$ cat config.mk
export PLATFORM = sky130hd
export DESIGN_NAME = block_request_ring_coalescer_flat
export DESIGN_NICKNAME = d
export VERILOG_FILES = /design/src/rtl/brrc_pkg.sv /design/src/rtl/brrc_req_if.sv /design/src/rtl/brrc_rsp_if.sv /design/src/rtl/brrc_in_stage.sv /design/src/rtl/brrc_core.sv /design/src/rtl/block_request_ring_coalescer.sv /design/src/flat_wrapper.sv
export SDC_FILE = /design/constraint.sdc
export NUM_CORES = 1
export LEC_CHECK = 0
export ABC_AREA = 1
export BUFFER_PORTS_ARGS = -buffer_cell sky130_fd_sc_hd__buf_4
export CELL_PAD_IN_SITES_DETAIL_PLACEMENT = 2
export CELL_PAD_IN_SITES_GLOBAL_PLACEMENT = 2
export CORE_AREA = 2 2 202 254
export CTS_CLUSTER_SIZE = 10
export DETAILED_ROUTE_END_ITERATION = 6
export DIE_AREA = 0 0 204 256
export PLACE_DENSITY_LB_ADDON = 0.1
export SLEW_MARGIN = 20
export SYNTH_ARGS = -nofsm -noshare
export SYNTH_HDL_FRONTEND = slang
export SYNTH_SLANG_ARGS = --single-unit
$ cat constraint.sdc
create_clock -name clk -period 14.99 [get_ports clk]
set_clock_uncertainty 0.2 [all_clocks]
set_input_delay 3.7475 -clock clk [delete_from_list [all_inputs] [get_ports clk]]
set_output_delay 3.7475 -clock clk [all_outputs]
set_load 0.1 [all_outputs]
$ cat src/rtl/brrc_pkg.sv
package brrc_pkg;

  // Field widths fixed by the request and result formats
  localparam int ACTION_W   = 2;
  localparam int OP_W       = 2;
  localparam int DEV_W      = 16;
  localparam int WORD_W     = 32;
  localparam int CNT_W      = 9;
  localparam int CONSUMER_W = 6;
  localparam int STATUS_W   = 3;
  localparam int SLOT_OUT_W = 6;
  localparam int SEG_OUT_W  = 4;
  localparam int LINK_W     = 2;

  // Buffers must sit on a 512-byte boundary
  localparam logic [WORD_W-1:0] ALIGN_MASK = WORD_W'((1 << CNT_W) - 1);

  // Default geometry of the ring
  localparam int DEF_RING_ENTRIES = 64;
  localparam int DEF_MAX_SEGMENTS = 16;

  typedef enum logic [ACTION_W-1:0] {
    ACT_SUBMIT   = 2'd0,
    ACT_PUBLISH  = 2'd1,
    ACT_CONSUMER = 2'd2
  } action_t;

  typedef enum logic [OP_W-1:0] {
    OP_READ  = 2'd0,
    OP_WRITE = 2'd1,
    OP_PROBE = 2'd2
  } op_t;

  typedef enum logic [LINK_W-1:0] {
    LINK_ACTIVE    = 2'd0,
    LINK_SUSPENDED = 2'd1,
    LINK_CLOSED    = 2'd2
  } link_t;

  typedef enum logic [STATUS_W-1:0] {
    ST_NEW       = 3'd0,
    ST_MERGED    = 3'd1,
    ST_PLUGGED   = 3'd2,
    ST_CLOSED    = 3'd3,
    ST_BAD       = 3'd4,
    ST_PUBLISHED = 3'd5,
    ST_CONSUMER  = 3'd6
  } status_t;

  // Request after the first stage: absolute sector and alignment resolved
  typedef struct packed {
    action_t                 action;
    op_t                     op_kind;
    logic [DEV_W-1:0]        device_id;
    logic [WORD_W-1:0]       sector;
    logic                    misaligned;
    logic [WORD_W-1:0]       buffer_addr;
    logic [CNT_W-1:0]        sector_count;
    logic [WORD_W-1:0]       tag;
    logic [CONSUMER_W-1:0]   new_consumer;
  } dec_t;

  typedef struct packed {
    status_t                 status;
    logic [SLOT_OUT_W-1:0]   slot_index;
    logic [SEG_OUT_W-1:0]    segment_index;
    logic [WORD_W-1:0]       segment_word;
    logic [WORD_W-1:0]       abs_sector;
    logic [OP_W-1:0]         op_out;
    logic [DEV_W-1:0]        device_out;
    logic [WORD_W-1:0]       tag_out;
    logic [WORD_W-1:0]       previous_tag;
    logic [SLOT_OUT_W-1:0]   producer_index;
    logic                    below_half;
  } rsp_t;

endpackage

$ cat src/rtl/brrc_req_if.sv
interface brrc_req_if
  import brrc_pkg::*;
();
  logic                  valid;
  logic                  ready;
  logic [ACTION_W-1:0]   action;
  logic [OP_W-1:0]       op_kind;
  logic [DEV_W-1:0]      device_id;
  logic [WORD_W-1:0]     rel_sector;
  logic [WORD_W-1:0]     part_start;
  logic [WORD_W-1:0]     buffer_addr;
  logic [CNT_W-1:0]      sector_count;
  logic [WORD_W-1:0]     tag;
  logic [CONSUMER_W-1:0] new_consumer;

  modport source (
    output valid, action, op_kind, device_id, rel_sector, part_start,
           buffer_addr, sector_count, tag, new_consumer,
    input  ready
  );

  modport sink (
    input  valid, action, op_kind, device_id, rel_sector, part_start,
           buffer_addr, sector_count, tag, new_consumer,
    output ready
  );
endinterface

$ cat src/rtl/brrc_rsp_if.sv
interface brrc_rsp_if
  import brrc_pkg::*;
();
  logic                  valid;
  logic                  ready;
  logic [STATUS_W-1:0]   status;
  logic [SLOT_OUT_W-1:0] slot_index;
  logic [SEG_OUT_W-1:0]  segment_index;
  logic [WORD_W-1:0]     segment_word;
  logic [WORD_W-1:0]     abs_sector;
  logic [OP_W-1:0]       op_out;
  logic [DEV_W-1:0]      device_out;
  logic [WORD_W-1:0]     tag_out;
  logic [WORD_W-1:0]     previous_tag;
  logic [SLOT_OUT_W-1:0] producer_index;
  logic                  below_half;

  modport source (
    output valid, status, slot_index, segment_index, segment_word, abs_sector,
           op_out, device_out, tag_out, previous_tag, producer_index, below_half,
    input  ready
  );

  modport sink (
    input  valid, status, slot_index, segment_index, segment_word, abs_sector,
           op_out, device_out, tag_out, previous_tag, producer_index, below_half,
    output ready
  );
endinterface

$ cat src/rtl/brrc_in_stage.sv
module brrc_in_stage
  import brrc_pkg::*;
(
  input  logic            clk,
  input  logic            rst,
  brrc_req_if.sink        req,
  output logic            dec_valid,
  input  logic            dec_ready,
  output dec_t            dec
);

  logic load;

  // Take a new beat when empty or when the core drains this one
  assign req.ready = !dec_valid || dec_ready;
  assign load      = req.valid && req.ready;

  always_ff @(posedge clk) begin
    if (rst) begin
      dec_valid <= 1'b0;
    end else if (req.ready) begin
      dec_valid <= req.valid;
    end
  end

  // Resolve the absolute sector and the alignment check up front
  always_ff @(posedge clk) begin
    if (load) begin
      dec.action       <= action_t'(req.action);
      dec.op_kind      <= op_t'(req.op_kind);
      dec.device_id    <= req.device_id;
      dec.sector       <= req.rel_sector + req.part_start;
      dec.misaligned   <= |(req.buffer_addr & ALIGN_MASK);
      dec.buffer_addr  <= req.buffer_addr;
      dec.sector_count <= req.sector_count;
      dec.tag          <= req.tag;
      dec.new_consumer <= req.new_consumer;
    end
  end

endmodule

$ cat src/rtl/brrc_core.sv
module brrc_core
  import brrc_pkg::*;
#(
  parameter int RING_ENTRIES = DEF_RING_ENTRIES,
  parameter int MAX_SEGMENTS = DEF_MAX_SEGMENTS
)(
  input  logic              clk,
  input  logic              rst,
  input  logic              cfg_we,
  input  logic [LINK_W-1:0] cfg_wdata,
  input  logic              dec_valid,
  output logic              dec_ready,
  input  dec_t              dec,
  brrc_rsp_if.source        rsp
);

  localparam int IW         = $clog2(RING_ENTRIES);
  localparam int SW         = $clog2(MAX_SEGMENTS + 1);
  localparam int CONS_SPAN  = 1 << CONSUMER_W;

  // Link mode and ring state
  link_t             link_mode;
  logic [IW-1:0]     producer_idx, producer_idx_next;
  logic [IW-1:0]     consumer_idx, consumer_idx_next;
  logic              merge_open, merge_open_next;
  logic              merge_write, merge_write_next;
  logic [DEV_W-1:0]  merge_device, merge_device_next;
  logic [WORD_W-1:0] merge_next_sector, merge_next_sector_next;
  logic [WORD_W-1:0] last_tag, last_tag_next;
  logic [SW-1:0]     last_segments, last_segments_next;

  // Result register
  logic              out_valid;
  rsp_t              res, res_next;

  logic              fire;
  logic [IW-1:0]     prod_inc;
  logic [IW-1:0]     prod_prev;
  logic              plugged;
  logic              continues;
  logic              open_new;
  logic [SW-1:0]     seg_inc;
  logic [IW:0]       span_raw;
  logic [IW-1:0]     span;
  logic [WORD_W-1:0] seg_word;
  logic [IW-1:0]     cons_tbl [CONS_SPAN];

  // Reduce the consumer index into the ring, one entry per code
  for (genvar g = 0; g < CONS_SPAN; g++) begin : g_cons
    assign cons_tbl[g] = IW'(g % RING_ENTRIES);
  end

  assign dec_ready = !out_valid || rsp.ready;
  assign fire      = dec_valid && dec_ready;

  assign prod_inc  = (producer_idx == IW'(RING_ENTRIES - 1)) ? '0 : producer_idx + 1'b1;
  assign prod_prev = (producer_idx == '0) ? IW'(RING_ENTRIES - 1) : producer_idx - 1'b1;
  assign plugged   = (prod_inc == consumer_idx) || (link_mode != LINK_ACTIVE);
  assign continues = merge_open && (merge_write == dec.op_kind[0]) &&
                     (merge_device == dec.device_id) &&
                     (merge_next_sector == dec.sector);
  assign seg_inc   = last_segments + 1'b1;
  assign seg_word  = dec.buffer_addr | WORD_W'(dec.sector_count);

  // Decide the beat and form the next state and result
  always_comb begin
    producer_idx_next      = producer_idx;
    consumer_idx_next      = consumer_idx;
    merge_open_next        = merge_open;
    merge_write_next       = merge_write;
    merge_device_next      = merge_device;
    merge_next_sector_next = merge_next_sector;
    last_tag_next          = last_tag;
    last_segments_next     = last_segments;
    open_new               = 1'b0;
    res_next               = '0;
    res_next.status        = ST_BAD;

    unique case (dec.action)
      ACT_PUBLISH: begin
        merge_open_next = 1'b0;
        res_next.status = ST_PUBLISHED;
      end
      ACT_CONSUMER: begin
        consumer_idx_next = cons_tbl[dec.new_consumer];
        res_next.status   = ST_CONSUMER;
      end
      ACT_SUBMIT: begin
        priority if (dec.misaligned) begin
          res_next.status = ST_BAD;
        end else if (link_mode == LINK_CLOSED) begin
          res_next.status = ST_CLOSED;
        end else if (dec.op_kind == OP_PROBE) begin
          if (plugged) begin
            res_next.status = ST_PLUGGED;
          end else begin
            merge_open_next = 1'b0;
            open_new        = 1'b1;
          end
        end else if (dec.op_kind == OP_READ || dec.op_kind == OP_WRITE) begin
          priority if (continues) begin
            // Append one more segment to the last descriptor
            res_next.status        = ST_MERGED;
            res_next.slot_index    = SLOT_OUT_W'(prod_prev);
            res_next.segment_index = SEG_OUT_W'(last_segments);
            res_next.segment_word  = seg_word;
            res_next.tag_out       = dec.tag;
            res_next.previous_tag  = last_tag;
            last_tag_next          = dec.tag;
            last_segments_next     = seg_inc;
            if (seg_inc < SW'(MAX_SEGMENTS)) begin
              merge_next_sector_next = merge_next_sector + WORD_W'(dec.sector_count);
            end else begin
              merge_open_next = 1'b0;
            end
          end else if (plugged) begin
            res_next.status = ST_PLUGGED;
          end else begin
            merge_open_next        = 1'b1;
            merge_write_next       = dec.op_kind[0];
            merge_device_next      = dec.device_id;
            merge_next_sector_next = dec.sector + WORD_W'(dec.sector_count);
            open_new               = 1'b1;
          end
        end else begin
          res_next.status = ST_BAD;
        end
      end
      default: begin
        res_next.status = ST_BAD;
      end
    endcase

    // Open a fresh descriptor at the producer slot
    if (open_new) begin
      res_next.status       = ST_NEW;
      res_next.slot_index   = SLOT_OUT_W'(producer_idx);
      res_next.segment_word = seg_word;
      res_next.abs_sector   = (dec.op_kind == OP_PROBE) ? '0 : dec.sector;
      res_next.op_out       = dec.op_kind;
      res_next.device_out   = dec.device_id;
      res_next.tag_out      = dec.tag;
      last_tag_next         = dec.tag;
      last_segments_next    = SW'(1);
      producer_idx_next     = prod_inc;
    end

    res_next.producer_index = SLOT_OUT_W'(producer_idx_next);

    // Outstanding distance after this beat
    span_raw = {1'b0, producer_idx_next} - {1'b0, consumer_idx_next};
    span     = span_raw[IW-1:0] + (span_raw[IW] ? IW'(RING_ENTRIES) : '0);
    res_next.below_half = (span < IW'(RING_ENTRIES / 2));
  end

  // Hold state and the result register
  always_ff @(posedge clk) begin
    if (rst) begin
      link_mode         <= LINK_SUSPENDED;
      producer_idx      <= '0;
      consumer_idx      <= '0;
      merge_open        <= 1'b0;
      merge_write       <= 1'b0;
      merge_device      <= '0;
      merge_next_sector <= '0;
      last_tag          <= '0;
      last_segments     <= '0;
      out_valid         <= 1'b0;
    end else begin
      if (cfg_we) begin
        link_mode <= link_t'(cfg_wdata);
      end
      if (fire) begin
        producer_idx      <= producer_idx_next;
        consumer_idx      <= consumer_idx_next;
        merge_open        <= merge_open_next;
        merge_write       <= merge_write_next;
        merge_device      <= merge_device_next;
        merge_next_sector <= merge_next_sector_next;
        last_tag          <= last_tag_next;
        last_segments     <= last_segments_next;
      end
      if (dec_ready) begin
        out_valid <= dec_valid;
      end
    end
  end

  always_ff @(posedge clk) begin
    if (fire) begin
      res <= res_next;
    end
  end

  assign rsp.valid          = out_valid;
  assign rsp.status         = res.status;
  assign rsp.slot_index     = res.slot_index;
  assign rsp.segment_index  = res.segment_index;
  assign rsp.segment_word   = res.segment_word;
  assign rsp.abs_sector     = res.abs_sector;
  assign rsp.op_out         = res.op_out;
  assign rsp.device_out     = res.device_out;
  assign rsp.tag_out        = res.tag_out;
  assign rsp.previous_tag   = res.previous_tag;
  assign rsp.producer_index = res.producer_index;
  assign rsp.below_half     = res.below_half;

  // An open run always has room for one more segment
  a_open_run_room: assert property (@(posedge clk) disable iff (rst)
    merge_open |-> (last_segments != '0) && (last_segments < SW'(MAX_SEGMENTS)))
    else $error("open run with segment count out of range");

  // Ring indices stay inside the ring
  a_idx_range: assert property (@(posedge clk) disable iff (rst)
    (producer_idx < IW'(RING_ENTRIES - 1) || producer_idx == IW'(RING_ENTRIES - 1)) &&
    (consumer_idx < IW'(RING_ENTRIES - 1) || consumer_idx == IW'(RING_ENTRIES - 1)))
    else $error("ring index beyond ring size");

  // Only a new descriptor moves the producer
  a_prod_only_on_new: assert property (@(posedge clk) disable iff (rst)
    fire && (res_next.status != ST_NEW) |=> $stable(producer_idx))
    else $error("producer index moved without a new descriptor");

endmodule

$ cat src/rtl/block_request_ring_coalescer.sv
// Producer side of a block request descriptor ring with segment merging.
// Channel req carries one request beat: submit, publish or consumer update.
// Channel rsp returns exactly one result beat per request, in order: the
// status, the ring slot and segment written, the descriptor fields, and the
// producer index and half-full flag after the request.
// Write cfg_we / cfg_wdata to set the link mode (active, suspended, closed)
// while no request is in flight.
// The edge that accepts a request loads the input register; the core loads the
// result register from it when it takes the beat, and the result is offered
// from the result register. Throughput: one request per cycle while rsp does
// not stall; the merge check, the ring full test and the index update are all
// combinational between the input register and the result register.
// Reset leaves the link suspended, both ring indices at zero and no open run.
// When rsp stalls, the result register holds, the input register fills and
// req.ready drops; up to two requests sit inside the block.
module block_request_ring_coalescer
  import brrc_pkg::*;
#(
  parameter int RING_ENTRIES = DEF_RING_ENTRIES,
  parameter int MAX_SEGMENTS = DEF_MAX_SEGMENTS
)(
  input  logic              clk,
  input  logic              rst,
  input  logic              cfg_we,
  input  logic [LINK_W-1:0] cfg_wdata,
  brrc_req_if.sink          req,
  brrc_rsp_if.source        rsp
);

  logic dec_valid;
  logic dec_ready;
  dec_t dec;

  // Register the request and resolve its sector
  brrc_in_stage u_in_stage (
    .clk       (clk),
    .rst       (rst),
    .req       (req),
    .dec_valid (dec_valid),
    .dec_ready (dec_ready),
    .dec       (dec)
  );

  // Merge decision, ring state and result register
  brrc_core #(
    .RING_ENTRIES (RING_ENTRIES),
    .MAX_SEGMENTS (MAX_SEGMENTS)
  ) u_core (
    .clk       (clk),
    .rst       (rst),
    .cfg_we    (cfg_we),
    .cfg_wdata (cfg_wdata),
    .dec_valid (dec_valid),
    .dec_ready (dec_ready),
    .dec       (dec),
    .rsp       (rsp)
  );

endmodule
$ cat src/flat_wrapper.sv
// flat-port wrapper written by rule: the top's interface ports become plain ports
module block_request_ring_coalescer_flat import brrc_pkg::*;
#(
  parameter int RING_ENTRIES = DEF_RING_ENTRIES,
  parameter int MAX_SEGMENTS = DEF_MAX_SEGMENTS
)
  (clk, rst, cfg_we, cfg_wdata, req_valid, req_action, req_op_kind, req_device_id, req_rel_sector, req_part_start, req_buffer_addr, req_sector_count, req_tag, req_new_consumer, req_ready, rsp_valid, rsp_status, rsp_slot_index, rsp_segment_index, rsp_segment_word, rsp_abs_sector, rsp_op_out, rsp_device_out, rsp_tag_out, rsp_previous_tag, rsp_producer_index, rsp_below_half, rsp_ready);
  brrc_req_if req_i ();
  brrc_rsp_if rsp_i ();
  input  logic clk;
  input  logic rst;
  input  logic cfg_we;
  input  logic [LINK_W-1:0] cfg_wdata;
  input wire logic [$bits(req_i.valid)-1:0] req_valid;
  input wire logic [$bits(req_i.action)-1:0] req_action;
  input wire logic [$bits(req_i.op_kind)-1:0] req_op_kind;
  input wire logic [$bits(req_i.device_id)-1:0] req_device_id;
  input wire logic [$bits(req_i.rel_sector)-1:0] req_rel_sector;
  input wire logic [$bits(req_i.part_start)-1:0] req_part_start;
  input wire logic [$bits(req_i.buffer_addr)-1:0] req_buffer_addr;
  input wire logic [$bits(req_i.sector_count)-1:0] req_sector_count;
  input wire logic [$bits(req_i.tag)-1:0] req_tag;
  input wire logic [$bits(req_i.new_consumer)-1:0] req_new_consumer;
  output wire logic [$bits(req_i.ready)-1:0] req_ready;
  output wire logic [$bits(rsp_i.valid)-1:0] rsp_valid;
  output wire logic [$bits(rsp_i.status)-1:0] rsp_status;
  output wire logic [$bits(rsp_i.slot_index)-1:0] rsp_slot_index;
  output wire logic [$bits(rsp_i.segment_index)-1:0] rsp_segment_index;
  output wire logic [$bits(rsp_i.segment_word)-1:0] rsp_segment_word;
  output wire logic [$bits(rsp_i.abs_sector)-1:0] rsp_abs_sector;
  output wire logic [$bits(rsp_i.op_out)-1:0] rsp_op_out;
  output wire logic [$bits(rsp_i.device_out)-1:0] rsp_device_out;
  output wire logic [$bits(rsp_i.tag_out)-1:0] rsp_tag_out;
  output wire logic [$bits(rsp_i.previous_tag)-1:0] rsp_previous_tag;
  output wire logic [$bits(rsp_i.producer_index)-1:0] rsp_producer_index;
  output wire logic [$bits(rsp_i.below_half)-1:0] rsp_below_half;
  input wire logic [$bits(rsp_i.ready)-1:0] rsp_ready;
  assign req_i.valid = req_valid;
  assign req_i.action = req_action;
  assign req_i.op_kind = req_op_kind;
  assign req_i.device_id = req_device_id;
  assign req_i.rel_sector = req_rel_sector;
  assign req_i.part_start = req_part_start;
  assign req_i.buffer_addr = req_buffer_addr;
  assign req_i.sector_count = req_sector_count;
  assign req_i.tag = req_tag;
  assign req_i.new_consumer = req_new_consumer;
  assign req_ready = req_i.ready;
  assign rsp_valid = rsp_i.valid;
  assign rsp_status = rsp_i.status;
  assign rsp_slot_index = rsp_i.slot_index;
  assign rsp_segment_index = rsp_i.segment_index;
  assign rsp_segment_word = rsp_i.segment_word;
  assign rsp_abs_sector = rsp_i.abs_sector;
  assign rsp_op_out = rsp_i.op_out;
  assign rsp_device_out = rsp_i.device_out;
  assign rsp_tag_out = rsp_i.tag_out;
  assign rsp_previous_tag = rsp_i.previous_tag;
  assign rsp_producer_index = rsp_i.producer_index;
  assign rsp_below_half = rsp_i.below_half;
  assign rsp_i.ready = rsp_ready;
  block_request_ring_coalescer #(.RING_ENTRIES(RING_ENTRIES), .MAX_SEGMENTS(MAX_SEGMENTS)) u_core (.clk(clk), .rst(rst), .cfg_we(cfg_we), .cfg_wdata(cfg_wdata), .req(req_i), .rsp(rsp_i));
endmodule
# Word level (Yosys, flattened, before mapping)
# Memory sizes are Yosys's and may differ from the RTL's.
# Index checks and enable logic that the tools add are counted.
[totals]
regBits = 401
romBits = 384
inputBits = 170
out_inout_bits = 168
elab_cells = 160
mem_count = 1
[memory_table]
columns = ["memory", "depth", "word_bits", "read_ports", "rd_clocked_by_memory_dff", "write_ports", "line", "source"]
rows = [
  ["(no name shown)", 64, 6, 1, 0, 0, "brrc_core.sv:85", "consumer_idx_next = cons_tbl[dec.new_consumer];"],
]
[op_classes]
addsub = 7
order_cmp = 3
eq_ne = 21
mux = 61
bitwise_logic = 10
n_reduce_logical = 26
[op_table]
columns = ["operator", "count"]
rows = [
  ["2-to-1 mux 64 bit", 6],
  ["2-to-1 mux 32 bit", 11],
  ["2-to-1 mux 42 bit", 6],
  ["2-to-1 mux 114 bit", 1],
  ["adder 32 x 9 -> 32 bit", 2],
  ["2-to-1 mux 6 bit", 7],
  ["2-to-1 mux 5 bit", 7],
  ["adder 32 bit", 1],
  ["== test 32 bit", 1],
  ["bitwise OR 32 x 9 -> 32 bit", 1],
  ["AND reduction 8 bit", 3],
  ["2-to-1 mux 3 bit", 6],
  ["== test 16 bit", 1],
  ["2-to-1 mux 1 bit", 15],
  ["!= test 2 bit, second input constant", 5],
  ["nonzero test 2 bit", 5],
  ["one-hot mux 3 bit (3 select lines)", 1],
  ["OR reduction 9 bit", 1],
  ["!= test 4 bit, second input constant", 2],
  ["NOT 1 bit", 8],
  ["greater-or-equal comparator 7 bit, second input constant", 1],
  ["NOT 6 -> 7 bit", 1],
  ["AND reduction 7 bit", 1],
  ["adder 6 x 1 -> 6 bit, second input constant", 1],
  ["other kinds (20)", 34],
]

# Longest topological paths before layout
[logic_depth]
depth_word = 14
ltp_mapped = 23
ltp_nobuf = 22

# Modules after synthesis
# From an unflattened synthesis, not the netlist that was laid out.
[hier_totals]
cells_unflattened = 2095
area_unflattened_um2 = 18944.4
[modules_own_cells]
columns = ["module", "n_inst", "cells_each", "area_per_inst_um2", "seq_area_each_um2"]
rows = [
  ["brrc_core", 1, 1459, 12585.8, 7026.7],
  ["brrc_in_stage", 1, 636, 6358.6, 3983.8],
]

# Least setup slack after synthesis
# Ideal clock, no wire load.
[synth_timing]
path_type = "in2reg"
from = "input rsp_ready"
to = "register u_core.u_core.consumer_idx[3]"
setup_time_ns = 0.140
arrival_ns = 9.377
required_time_ns = 14.650
setup_slack_ns = 5.273
stages = 7
n_path_buf = 1
cell_sequence = "inv_1 > nand2_1 > nand2_1 > inv_1 > clkbuf_1 > o21ai_0 > a21oi_1"
[synth_via]
elab_chain_cells = 2
[synth_rtl]
columns = ["item", "line", "source"]
rows = [
  ["start, declared", "flat_wrapper.sv:37", "input wire logic [$bits(rsp_i.ready)-1:0] rsp_ready;"],
  ["logical OR 1 bit", "brrc_core.sv:53", "assign dec_ready = !out_valid || rsp.ready;"],
  ["logical AND 1 bit", "brrc_core.sv:54", "assign fire = dec_valid && dec_ready;"],
  ["named net u_core.u_core.fire", "brrc_core.sv:36", "logic fire;"],
  ["end signal, assigned", "brrc_core.sv:175", "consumer_idx <= consumer_idx_next;"],
  ["end, declared", "brrc_core.sv:24", "logic [IW-1:0] consumer_idx, consumer_idx_next;"],
]
# The timed path passes the listed nets, and every way through them passes these cells.
# A chain may end at the register's enable or synchronous reset.

# Worst setup path in the final report
[layout_timing]
from = "input rsp_ready"
to = "output req_ready"
[layout_via]
elab_chain_cells = 2
[layout_rtl]
columns = ["item", "line", "source"]
rows = [
  ["logical OR 1 bit", "brrc_core.sv:53", ""],
  ["logical OR 1 bit", "brrc_in_stage.sv:15", "assign req.ready = !dec_valid || dec_ready;"],
  ["end, declared", "flat_wrapper.sv:24", "output wire logic [$bits(req_i.ready)-1:0] req_ready;"],
]
# No other way between the ends.

==> impl_metrics.ini <==
[run_status]
status = finished clean

[synth]
ys_seq_area_share_pct = 60.4
synthCells = 1865
avgSynthCellArea_sq_um = 9.77
ys_warn_count = 0
syn-cell-area_sq_um = 18200
synth-seq-cells = 401
synth_edf_count = 298
synth_ff_type = edfxtp_1
synth-async-reset-ratio_pct = 0
synth_cell_types = 46
synthesis.nets = 2085

[die]
dieArea_sq_um = 52200
io-pin-count = 338
die_x_microns = 204
die_h_microns = 256
core_sq_um = 50000
initial_core_util_pct = 36.5
num_rows = 92

[clocking]
cts_setup_buffers = 0
insertion_delay_ns = 0.58
h-tree-depth = 2
cts_root_buf = clkbuf_16
cts.sinks = 401
hold_buffers = 0
cts_tree = built
numCtsBuffers = 47
clockBufferDepth = 3
clk_pin_slew_ns = 0.05
cts_resized = 0

[routing]
ant_nets = 0
vias = 14397
viasPerCell = 4.97
drc_errors = 0
dr.pass1.iters = 5
drt-initial-drc-count = 452
wl_per_cell_microns = 20.6
drt_wl_total_microns = 59700

[critical_path]
crit_buf_inv = 3
cp_max_fo = 3
cp_top_family = buffers and inverters
cp_cell_sequence = buf_4 -> inv_1 -> nand3_1 -> buf_4
critPathKind = in2out
cp-start-kind = input port
cp-end-kind = output pin
slowest_delay_ns = 0.26
reg2reg_from = u_core.u_core.producer_idx[0]
cp_slowest_cell = buf_4
setup.worst_path.start = rsp_ready
worstPathArrival_ns = 4.29
crit_required_ns = 11.04
cpMostUsedCell = buf_4

[layout]
layout_common_cells = buf_4, nand2_1, edfxtp_1, nor2_1, inv_1
drive_above_1_share_pct = 20.3
nets = 2418
area_growth_pct = 24.6
fin_util_pct = 45.4
num-fill-cells = 5432
layout_commonest_cell = buf_4
antenna_cells = 0

[job]
drv_cap = 0

[sta]
slew_viol_final = 0
worstMarginPinSlew_ns = 0.971
slew-limit-headroom_pct = 35.0
finalSetupTns_ns = 0
rsz0062_at_grt = false
finalCritPeriodShare_pct = 55.0
fmax_ghz = 0.121
fin_crit_ns = 8.24
fin_ws_ns = 6.75
finalSetupViolations = 0
hold_violations = 0

[grt]
first_global_vias = 15815
track_usage_pct = 22.7
antenna_found_initial = 0
grt_pass1_wl_microns = 91600
grt_max_degree = 118
grt_overflow_total = 0

[placed_design]
portBuffers = 337
gp_congestion = 0.817
dp_hpwl_microns = 43800
post-place-ws_ns = 6.75

[power]
powerDensity_nw_per_um2 = 124
leakage_nw = 9.46
peakVddDrop_v = 0.0000688
totalPowerFinal_mw = 2.82

[worst_hold_path]
hold_start = u_core.u_core.last_tag[23]
holdCritPathClass = reg2reg
[per-stage QoR]
stage / cells / hold slack [ns] / area [sq um]
after floorplan: 1865 / 0.230 / 18200
after global placement: 2807 / 0.240 / 21300
after detailed placement: 2807 / 0.250 / 21300
after CTS: 2894 / 0.258 / 22700
after global routing: 2894 / 0.282 / 22700
final: 2894 / 0.256 / 22700
[cells in the mapped netlist (all sizes together), types with 4 or more instances]
cell type	number	share of area, %
nor4	10	0.38
edfxtp	298	49
xor2	44	2.1
nor3	25	0.69
nand3b	5	0.21
dfxtp	103	11
nand3	58	1.7
nand4	25	0.94
o21ai	130	3.6
nand2	320	6.7
a31oi	9	0.31
xnor2	17	0.82
a21oi	132	3.6
clkbuf	30	0.62
ha	48	3.3
inv	266	5.5
a211oi	9	0.54
buf	29	1.2
o211ai	4	0.16
o21a	4	0.16
a21o	5	0.21
nor2	277	5.9
[final cells by class]
| type | count | area, sq um | share of cell area (%) |
|---|---|---|---|
| clock inverter | 5 | 37.5 | 0.165 |
| tap | 658 | 823 | 3.63 |
| timing repair buffer | 343 | 2570 | 11.3 |
| multi-input combinational | 1139 | 5890 | 25.9 |
| sequential | 401 | 11000 | 48.5 |
| inverter | 266 | 1010 | 4.46 |
| clock buffer | 82 | 1360 | 5.99 |
[routing by layer]
layer  track usage [%]  vias to the layer above  wire length [microns]
li1                  -                     6850                      -
met5                 0                        -                      0
met2              43.9                      293                  32900
met3              3.11                       94                   2210
met1              25.4                     7160                  23000
met4              6.96                        0                   1610
[sequential cells by signal, indices dropped and copies added (netlist names), 5 cells and up]
| signal | cells |
|---|---|
| u_core.u_core.producer_idx | 6 |
| u_core.u_core.rsp.device_out | 16 |
| u_core.u_core.last_tag | 32 |
| u_core.u_in_stage.dec | 132 |
| u_core.u_core.rsp.abs_sector | 32 |
| u_core.u_core.consumer_idx | 6 |
| u_core.u_core.rsp.producer_index | 6 |
| u_core.u_core.merge_device | 16 |
| u_core.u_core.merge_next_sector | 32 |
| u_core.u_core.rsp.previous_tag | 32 |
| u_core.u_core.rsp.tag_out | 32 |
| u_core.u_core.rsp.segment_word | 32 |
| u_core.u_core.last_segments | 5 |
| u_core.u_core.rsp.slot_index | 6 |
[worst paths after layout]
path / end / slack, ns / cells after the start
max: req_ready / 6.75 / 4
min: u_core.u_core.last_tag[23] / 0.26 / 2
max reg2reg: u_core.u_core.rsp.below_half / 10.76 / 17
min reg2reg: u_core.u_core.last_tag[23] / 0.26 / 2
[worst register-to-register path, stage by stage (launching register included)]
cell and delay (ns):
dfxtp_1 0.44, inv_2 0.13, ha_1 0.39, xnor2_1 0.16
nand3_1 0.09, nor2_1 0.05, nand2_1 0.06, nor2_2 0.05
nor2_4 0.19, nand4_4 0.51, o21ai_0 0.68, ha_1 0.37
nand2_1 0.11, nor2_1 0.05, a211oi_1 0.28, nand2_1 0.10
nand2_1 0.07, nand2_1 0.04
[where the power goes]
group          internal (mW)  total, mW  leakage, nW  switching, mW
combinational          0.127      0.467         5.15          0.341
sequential              1.25       1.29         3.64         0.0379
clock                  0.611       1.06        0.668          0.451
total                   1.99       2.82         9.46          0.830
[logic make-up after synthesis]
logic type      after synthesis  share of synthesized area [%]
fa+ha+maj                    50                           3.52
simple gates                725                           16.7
buf+inv                     325                           7.33
xor+xnor                     61                           2.93
compound gates              302                           8.97
mux                           1                         0.0550
flops                       401                           60.4
(Power assumes the default switching activity.)
